--- config.mk ---
export PLATFORM = sky130hd
export DESIGN_NAME = bmp_stream_pixel_decoder
export DESIGN_NICKNAME = d
export VERILOG_FILES = /design/src/hdl/bmpdec_pkg.sv /design/src/hdl/bmp_stream_pixel_decoder.sv
export SDC_FILE = /design/constraint.sdc
export NUM_CORES = 1
export LEC_CHECK = 0
export ABC_AREA = 1
export ABC_CLOCK_PERIOD_IN_PS = 11000
export BUFFER_PORTS_ARGS = -buffer_cell sky130_fd_sc_hd__buf_2
export CAP_MARGIN = 25
export CORE_MARGIN = 3
export CORE_UTILIZATION = 47
export CTS_CLUSTER_SIZE = 40
export DETAILED_ROUTE_END_ITERATION = 12
export PLACE_DENSITY = 0.66
export RECOVER_POWER = 100
export SYNTH_ARGS = -nofsm -noshare
export SYNTH_HDL_FRONTEND = slang
export SYNTH_SLANG_ARGS = --single-unit
--- constraint.sdc ---
create_clock -name clock -period 11 [get_ports clock]
set_input_delay 0.55 -clock clock [delete_from_list [all_inputs] [get_ports clock]]
set_output_delay 0.55 -clock clock [all_outputs]
set_load 0.005 [all_outputs]
--- src/hdl/bmpdec_pkg.sv ---
// ----------------------------------------------------------------------------
// BMP decoder package
// Beat types, status codes and sizing constants shared by the decoder and its
// checker.
// ----------------------------------------------------------------------------
package bmpdec_pkg;

   // Default number of bits for a pixel coordinate counter.
   localparam int COORD_BITS_DEF = 16;

   // Result status codes.
   localparam logic [2:0] STAT_PIXEL       = 3'd0;
   localparam logic [2:0] STAT_BAD_SIG     = 3'd1;
   localparam logic [2:0] STAT_BAD_HDR_SZ  = 3'd2;
   localparam logic [2:0] STAT_BAD_PLANES  = 3'd3;
   localparam logic [2:0] STAT_BAD_COMPR   = 3'd4;
   localparam logic [2:0] STAT_BAD_WIDTH   = 3'd5;
   localparam logic [2:0] STAT_BAD_BPP     = 3'd6;
   localparam logic [2:0] STAT_TOO_LARGE   = 3'd7;

   // Header constants.
   localparam logic [15:0] BMP_SIGNATURE   = 16'h4D42;
   localparam logic [31:0] INFO_HDR_SIZE   = 32'd40;
   localparam logic [15:0] BPP_RGB         = 16'd24;
   localparam logic [15:0] BPP_RGBA        = 16'd32;
   localparam logic [5:0]  SIG_LAST_BYTE   = 6'd13;
   localparam logic [5:0]  HDR_LAST_BYTE   = 6'd53;
   localparam logic [7:0]  ALPHA_OPAQUE    = 8'd255;

   typedef struct packed {
      logic [7:0] data_byte;
      logic       frame_start;
   } req_payload_type;

   typedef struct packed {
      logic [15:0] pixel_x;
      logic [15:0] pixel_row;
      logic [7:0]  red;
      logic [7:0]  green;
      logic [7:0]  blue;
      logic [7:0]  alpha;
      logic [2:0]  status;
      logic        last_pixel;
   } rsp_payload_type;

endpackage

--- src/hdl/bmp_stream_pixel_decoder.sv ---
// ----------------------------------------------------------------------------
// BMP stream pixel decoder
// Parses a BMP file arriving one byte per beat and emits one beat per decoded
// pixel, or one status beat when the header is rejected.
// ----------------------------------------------------------------------------
// The decoder takes one file byte on every cycle in which req_valid is high
// and req_stall is low, sustaining one byte per clock for as long as the
// result side keeps up. Each byte is handled in a single registered step: the
// header field registers, pixel counters and the result register (or, while it
// is held, the skid register) are all updated at the clock edge that accepts
// the byte; a beat is registered from the byte that completes it. A two-entry
// output buffer (result register plus skid register) sits in front of the
// result port; req_stall rises only when both entries hold beats, so a stall
// on the result side reaches the input side via the skid entry, and no beat is
// lost. A byte with frame_start set always restarts parsing with that byte as
// the first header byte. The 54-byte header is checked for signature, header
// size, plane count, compression, width, image size and bit count, in that
// order; the first failure produces one status beat with all other fields
// zero, and further bytes are ignored until the next frame start. Pixel data
// is taken to begin directly after the header. Coordinates are counted with
// COORD_BITS bits, and an image whose width or height magnitude exceeds
// 2**COORD_BITS - 1 is rejected as too large.
module bmp_stream_pixel_decoder #(
   parameter int COORD_BITS = bmpdec_pkg::COORD_BITS_DEF
) (
   input  logic                        clock,
   input  logic                        reset,
   input  logic                        req_valid,
   output logic                        req_stall,
   input  bmpdec_pkg::req_payload_type req_payload,
   output logic                        rsp_valid,
   input  logic                        rsp_stall,
   output bmpdec_pkg::rsp_payload_type rsp_payload
);

   // Parser phases.
   localparam logic [2:0] PH_IDLE   = 3'd0;
   localparam logic [2:0] PH_HEADER = 3'd1;
   localparam logic [2:0] PH_PIXELS = 3'd2;
   localparam logic [2:0] PH_PAD    = 3'd3;
   localparam logic [2:0] PH_DONE   = 3'd4;

   // Largest width or height magnitude that the coordinate counters can hold.
   localparam logic [31:0] SIZE_LIMIT = 32'((33'd1 << COORD_BITS) - 33'd1);

   // Control state.
   logic [2:0] phase_ff, phase_in;
   logic [5:0] hdr_cnt_ff, hdr_cnt_in;

   // Raw header fields, assembled little-endian by shifting bytes in from the top.
   logic [15:0] sig_ff, sig_in;
   logic [31:0] info_size_ff, info_size_in;
   logic [31:0] width_word_ff, width_word_in;
   logic [31:0] height_word_ff, height_word_in;
   logic [15:0] planes_ff, planes_in;
   logic [15:0] bpp_ff, bpp_in;
   logic [31:0] compr_ff, compr_in;

   // Image geometry captured when the header passes its checks.
   logic [COORD_BITS-1:0] width_ff, width_in;
   logic [COORD_BITS-1:0] hmag_ff, hmag_in;
   logic                  top_down_ff, top_down_in;
   logic                  wide_ff, wide_in;

   // Pixel unpacking state.
   logic [COORD_BITS-1:0] col_ff, col_in;
   logic [COORD_BITS-1:0] line_ff, line_in;
   logic [1:0]            bip_ff, bip_in;
   logic [1:0]            pad_ff, pad_in;
   logic [23:0]           color_ff, color_in;

   // Output buffer.
   bmpdec_pkg::rsp_payload_type rsp_ff, rsp_in, skid_ff, skid_in, res_new;
   logic rsp_valid_ff, rsp_valid_in, skid_valid_ff, skid_valid_in;
   logic produce;

   // Per-byte working values.
   logic                  accept;
   logic                  pop;
   logic [7:0]            din;
   logic [2:0]            ph;
   logic [5:0]            k;
   logic [31:0]           hmag32;
   logic [1:0]            last_idx;
   logic [COORD_BITS-1:0] row;
   logic                  row_end;
   logic                  last;
   logic [31:0]           x32;
   logic [31:0]           row32;

   assign accept    = req_valid && !req_stall;
   assign pop       = rsp_valid_ff && !rsp_stall;
   assign din       = req_payload.data_byte;
   assign req_stall = skid_valid_ff;

   // Height magnitude for bottom-up (positive) and top-down (negative) images.
   assign hmag32 = height_word_ff[31] ? (32'd0 - height_word_ff) : height_word_ff;

   // Pixel position of the byte that completes a pixel.
   assign row     = top_down_ff ? line_ff : (hmag_ff - COORD_BITS'(1) - line_ff);
   assign row_end = (col_ff == width_ff - COORD_BITS'(1));
   assign last    = row_end && (line_ff == hmag_ff - COORD_BITS'(1));
   assign x32     = 32'(col_ff);
   assign row32   = 32'(row);
   assign last_idx = wide_ff ? 2'd3 : 2'd2;

   always_comb begin
      phase_in       = phase_ff;
      hdr_cnt_in     = hdr_cnt_ff;
      sig_in         = sig_ff;
      info_size_in   = info_size_ff;
      width_word_in  = width_word_ff;
      height_word_in = height_word_ff;
      planes_in      = planes_ff;
      bpp_in         = bpp_ff;
      compr_in       = compr_ff;
      width_in       = width_ff;
      hmag_in        = hmag_ff;
      top_down_in    = top_down_ff;
      wide_in        = wide_ff;
      col_in         = col_ff;
      line_in        = line_ff;
      bip_in         = bip_ff;
      pad_in         = pad_ff;
      color_in       = color_ff;
      res_new        = '0;
      produce        = 1'b0;

      // A frame start restarts the header with this byte as byte zero.
      ph = req_payload.frame_start ? PH_HEADER : phase_ff;
      k  = req_payload.frame_start ? 6'd0 : hdr_cnt_ff;

      if (accept) begin
         phase_in = ph;
         case (ph)
            PH_HEADER: begin
               hdr_cnt_in = k + 6'd1;
               if (k inside {[6'd0:6'd1]}) begin
                  sig_in = {din, sig_ff[15:8]};
               end else if (k inside {[6'd14:6'd17]}) begin
                  info_size_in = {din, info_size_ff[31:8]};
               end else if (k inside {[6'd18:6'd21]}) begin
                  width_word_in = {din, width_word_ff[31:8]};
               end else if (k inside {[6'd22:6'd25]}) begin
                  height_word_in = {din, height_word_ff[31:8]};
               end else if (k inside {[6'd26:6'd27]}) begin
                  planes_in = {din, planes_ff[15:8]};
               end else if (k inside {[6'd28:6'd29]}) begin
                  bpp_in = {din, bpp_ff[15:8]};
               end else if (k inside {[6'd30:6'd33]}) begin
                  compr_in = {din, compr_ff[31:8]};
               end

               if (k == bmpdec_pkg::SIG_LAST_BYTE && sig_ff != bmpdec_pkg::BMP_SIGNATURE) begin
                  produce        = 1'b1;
                  res_new.status = bmpdec_pkg::STAT_BAD_SIG;
                  phase_in       = PH_DONE;
               end else if (k == bmpdec_pkg::HDR_LAST_BYTE) begin
                  // All fields end by byte 33, so the registered values are complete.
                  if (info_size_ff != bmpdec_pkg::INFO_HDR_SIZE) begin
                     produce        = 1'b1;
                     res_new.status = bmpdec_pkg::STAT_BAD_HDR_SZ;
                  end else if (planes_ff != 16'd1) begin
                     produce        = 1'b1;
                     res_new.status = bmpdec_pkg::STAT_BAD_PLANES;
                  end else if (compr_ff != 32'd0) begin
                     produce        = 1'b1;
                     res_new.status = bmpdec_pkg::STAT_BAD_COMPR;
                  end else if (width_word_ff == 32'd0 || width_word_ff[31]) begin
                     produce        = 1'b1;
                     res_new.status = bmpdec_pkg::STAT_BAD_WIDTH;
                  end else if (width_word_ff > SIZE_LIMIT || hmag32 > SIZE_LIMIT) begin
                     produce        = 1'b1;
                     res_new.status = bmpdec_pkg::STAT_TOO_LARGE;
                  end else if (bpp_ff != bmpdec_pkg::BPP_RGB && bpp_ff != bmpdec_pkg::BPP_RGBA) begin
                     produce        = 1'b1;
                     res_new.status = bmpdec_pkg::STAT_BAD_BPP;
                  end

                  if (produce) begin
                     phase_in = PH_DONE;
                  end else begin
                     width_in    = width_word_ff[COORD_BITS-1:0];
                     hmag_in     = hmag32[COORD_BITS-1:0];
                     top_down_in = height_word_ff[31];
                     wide_in     = (bpp_ff == bmpdec_pkg::BPP_RGBA);
                     col_in      = '0;
                     line_in     = '0;
                     bip_in      = 2'd0;
                     pad_in      = 2'd0;
                     color_in    = '0;
                     // A zero-height image has nothing to decode.
                     phase_in    = (hmag32 == 32'd0) ? PH_DONE : PH_PIXELS;
                  end
               end
            end

            PH_PIXELS: begin
               if (bip_ff < last_idx) begin
                  case (bip_ff)
                     2'd0:    color_in[7:0]   = din;
                     2'd1:    color_in[15:8]  = din;
                     default: color_in[23:16] = din;
                  endcase
                  bip_in = bip_ff + 2'd1;
               end else begin
                  produce           = 1'b1;
                  res_new.pixel_x   = x32[15:0];
                  res_new.pixel_row = row32[15:0];
                  res_new.red       = wide_ff ? color_ff[23:16] : din;
                  res_new.green     = color_ff[15:8];
                  res_new.blue      = color_ff[7:0];
                  res_new.alpha     = wide_ff ? din : bmpdec_pkg::ALPHA_OPAQUE;
                  res_new.status    = bmpdec_pkg::STAT_PIXEL;
                  res_new.last_pixel = last;
                  bip_in   = 2'd0;
                  color_in = '0;
                  col_in   = col_ff + COORD_BITS'(1);
                  if (last) begin
                     phase_in = PH_DONE;
                  end else if (row_end) begin
                     col_in  = '0;
                     line_in = line_ff + COORD_BITS'(1);
                     // 24-bit rows are padded to a multiple of four bytes.
                     if (!wide_ff && width_ff[1:0] != 2'd0) begin
                        pad_in   = width_ff[1:0];
                        phase_in = PH_PAD;
                     end
                  end
               end
            end

            PH_PAD: begin
               pad_in = pad_ff - 2'd1;
               if (pad_in == 2'd0) begin
                  phase_in = PH_PIXELS;
               end
            end

            default: begin
               // Idle and done ignore bytes until the next frame start.
            end
         endcase
      end
   end

   // Two-entry output buffer. The skid entry fills only when the result
   // register is held; while it is full no byte is accepted.
   always_comb begin
      rsp_in        = rsp_ff;
      rsp_valid_in  = rsp_valid_ff;
      skid_in       = skid_ff;
      skid_valid_in = skid_valid_ff;
      if (!rsp_valid_ff || pop) begin
         if (skid_valid_ff) begin
            rsp_in        = skid_ff;
            rsp_valid_in  = 1'b1;
            skid_valid_in = 1'b0;
         end else begin
            rsp_in       = res_new;
            rsp_valid_in = produce;
         end
      end else if (produce) begin
         skid_in       = res_new;
         skid_valid_in = 1'b1;
      end
   end

   always_ff @(posedge clock) begin
      if (reset) begin
         phase_ff      <= PH_IDLE;
         hdr_cnt_ff    <= 6'd0;
         rsp_valid_ff  <= 1'b0;
         skid_valid_ff <= 1'b0;
      end else begin
         phase_ff      <= phase_in;
         hdr_cnt_ff    <= hdr_cnt_in;
         rsp_valid_ff  <= rsp_valid_in;
         skid_valid_ff <= skid_valid_in;
      end
   end

   always_ff @(posedge clock) begin
      sig_ff         <= sig_in;
      info_size_ff   <= info_size_in;
      width_word_ff  <= width_word_in;
      height_word_ff <= height_word_in;
      planes_ff      <= planes_in;
      bpp_ff         <= bpp_in;
      compr_ff       <= compr_in;
      width_ff       <= width_in;
      hmag_ff        <= hmag_in;
      top_down_ff    <= top_down_in;
      wide_ff        <= wide_in;
      col_ff         <= col_in;
      line_ff        <= line_in;
      bip_ff         <= bip_in;
      pad_ff         <= pad_in;
      color_ff       <= color_in;
      rsp_ff         <= rsp_in;
      skid_ff        <= skid_in;
   end

   assign rsp_valid   = rsp_valid_ff;
   assign rsp_payload = rsp_ff;

endmodule

==> run metrics <==
status=finished, violations left; failing checks=capacitance limit, slew limit; Max Fanout on Critical Path=45; CTS hold repair buffers=0; proportion of synthesized area in mux cells=0%; Overall Power=3.19 mW; path depth of the worst reg2reg path=16; Vias=12400; Syn. warnings=0; Clock Tree Buf Depth=3; fin crit period=5.94 ns; Compound-Gate Fraction of Synth Area=5.86%; initial antenna violation count=1; fin crit share=54.0%; Port Buffer Count=82; worst reg2reg endpoint=skid_ff[38]; Skew-Pair Late Insertion Delay=0.55 ns; Rows=72; top_reg_cell synth=edfxtp_1; share of the yosys chip area belonging to registers=66.1%; core area=0.0391 mm²; data arrival time of the worst path=6.10 ns; Leak Pwr=7.84 nW; Hold Crit Class=input port to flip-flop; VDD IR max=0.000161 V; FF-to-FF setup slack=5.06 ns; initial DRC count=921; Residual DRC=0; Congestion Overflow GR=0; most numerous cell on the critical path=nand2_1; synthesized area=0.0188 mm²; CP bufs+invs=2; slowest stage delay, CP=1.73 ns; Resize count post-CTS=0; Worst-Margin Slew=4.21 ns; die area=0.0424 mm²; syn avg cell area=10.8 µm²; H-tree depth=2; XOR/XNOR share of the synthesized area=2.61%; adder-cell share of the synthesized area=2.04%; Fmax=168 MHz; Post-Syn Nets=1783; # IOs=83; dpl hpwl=27.3 mm; Crit Path Class=flip-flop to flip-flop; RePlAce Congestion=0.901; largest net degree at the start of global routing=112; endpoints failing setup=0; worst hold start=reset; root buffer cell=clkbuf_16; postcts setup bufs=0; main combinational cell family by area after synthesis=simple AND/OR/NAND/NOR gates; Crit-path slowest cell=nor2_1; wire length per cell=16.3 µm; TritonCTS clock tree=built; total wire length=38.9 mm; CTS buffer count=42; Die Ht=206 µm; Synth Instances=1740; clk sink count=417; first-pass GRT wire length=62.0 mm; Antenna diodes=0; Yosys reg bits=417; pwr/cell area=152 mW/mm²; CP startpoint kind=flip-flop; initial core utilization=48.0%; vias per cell=5.17; Worst Skew=0.0274 ns; Die W=206 µm; worst hold path stage count=2; Post-synth EDFFs=406; Critical Path RT=11.16 ns; ys async rst share=0%; Netlist cell types=53; crit-path cells=clkbuf_1 -> nand2_1 -> nand2_1 -> nand2_1 -> nand2_1 -> nor2_1 -> nand2_1 -> nor2_1 -> nand3_2 -> nor2_1 -> nand4_1 -> nand3_1 -> nand2_1 -> nand2_1 -> nor2_1 -> buf_4; layout cell share with drive strength beyond 1=5.76%; DR pass1 iterations=5; Reg clk slew, reported paths=0.06 ns; RSZ-0062 raised after global routing=false; area grow syn2layout=11.3%; max cap viols=10; Post-Synth Simple-Gate Area=18.3%; crit end category=flip-flop; post-route setup TNS=0 ns; Slew Limit Fails=436; RR Startpoint=height_word_ff[31]; Hold Fails Final Rpt=0; critical path's top delay family=simple AND/OR/NAND/NOR gates; Hold Path End=phase_ff[0]; Final nets=1890; number of global-route vias before repair=11900; slew margin rel.=-181%; post-route ant nets=0; Total GRT Usage=18.5%
[metal layers]
layer  up-vias  wire (µm)  global-route usage, %  part of all wire [%]
li1       6159          -                      -                     -
met1      5817      17300                   25.4                    45
met2       340      18500                   30.6                    47
met3        62       2260                   3.26                   5.8
met4         2        858                   4.95                   2.2
met5         -          7                      0                 0.018
[power by group]
| part | internal [mW] | leakage, nW | switching [mW] |
|---|---|---|---|
| Sequential | 1.74 | 3.91 | 0.00889 |
| Clock | 0.783 | 0.623 | 0.567 |
| Combinational | 0.0210 | 3.30 | 0.0618 |
| Total | 2.55 | 7.84 | 0.638 |
[Yosys cell counts, types with 4 or more instances]
| cell | count | area share, % |
|---|---|---|
| dfxtp_1 | 11 | 1.2 |
| or2_2 | 12 | 0.40 |
| xor2_1 | 38 | 1.8 |
| nor2_1 | 262 | 5.2 |
| a21oi_1 | 48 | 1.3 |
| nor2_2 | 10 | 0.33 |
| xnor2_1 | 18 | 0.84 |
| ha_1 | 29 | 1.9 |
| nand4_1 | 26 | 0.87 |
| inv_1 | 213 | 4.3 |
| a31oi_1 | 4 | 0.13 |
| nor3_1 | 34 | 0.91 |
| nand2_1 | 300 | 6.0 |
| o21ai_0 | 124 | 3.3 |
| nor4_1 | 27 | 0.90 |
| nand2_2 | 5 | 0.17 |
| nand3_1 | 75 | 2.0 |
| o22ai_1 | 4 | 0.13 |
| edfxtp_1 | 406 | 65 |
| nand3b_1 | 11 | 0.44 |
| clkbuf_1 | 27 | 0.54 |
[cell type report]
cell class                 count  area (µm²)
clock inverter                20         173
clock buffer                  52        1110
sequential                   417       12400
multi-input combinational   1074        5360
inverter                     214         803
timing repair buffer          98         399
fill                        3439       18200
tap                          518         648
[registers in the layout (all words and copies together), names as in the netlist, 6 cells and up]
name and cells:
hdr_cnt_ff 6, hmag_ff 16, bpp_ff 16, planes_ff 16, compr_ff 32, sig_ff 16, width_ff 16, col_ff 16
width_word_ff 32, info_size_ff 32, rsp_payload 68, color_ff 24, line_ff 16, skid_ff 68, height_word_ff 32
[worst max-delay path by stage]
stage,start,to,depth (start not counted)
2_1_floorplan,rsp_stall,skid_ff[0],2
3_3_place_gp,req_payload[0],skid_ff[57],12
3_5_place_dp,req_payload[0],skid_ff[58],12
4_1_cts,height_word_ff[16],skid_ff[38],18
5_1_grt,height_word_ff[31],skid_ff[38],16
6_report,height_word_ff[31],skid_ff[38],16
[kinds of logic after synthesis]
logic type | after synthesis
compound gates | 204
flops | 417
simple gates | 784
fa+ha+maj | 30
buf+inv | 249
xor+xnor | 56
[stage by stage]
step	worst slack [ns]	hold WS, ns	utilization (%)	cells	instance area, µm²
after floorplan	5.40	0.417	-	1740	18800
after global placement	6.77	0.421	50.7	2316	19800
after detailed placement	6.70	0.424	50.8	2320	19900
after CTS	7.11	0.263	54.1	2392	21100
after global routing	4.42	0.281	53.5	2393	20900
final	5.06	0.293	53.5	2393	20900
[cell usage in the layout, fill, tap and decap left out, types with 3 or more instances in the layout]
cell / instances
nand3b_1: 11
or2_2: 12
o22ai_1: 4
o211ai_1: 3
nor4_1: 27
clkinv_1: 12
nand2_2: 4
bufinv_16: 3
o21ai_1: 3
dfxtp_1: 11
nor4b_1: 3
buf_2: 22
a211oi_1: 3
xnor2_1: 18
clkbuf_16: 43
nand4_1: 28
nand2_1: 303
edfxtp_1: 406
o21ai_0: 125
nand3_1: 75
nor2_2: 11
a31oi_1: 4
inv_1: 212
nor3_1: 36
xor2_1: 38
a21oi_1: 48
clkinv_2: 4
ha_1: 29
nor3b_1: 3
clkbuf_1: 83
nor2_1: 261
[worst register-to-register path, delay by kind of cell (launching register included)]
kind	cells	cell delay (ns)
buffers and inverters	2	1.85
AND/OR/NAND/NOR	14	3.28
flip-flops	1	0.43
Power figures use the tool's default switching activity.
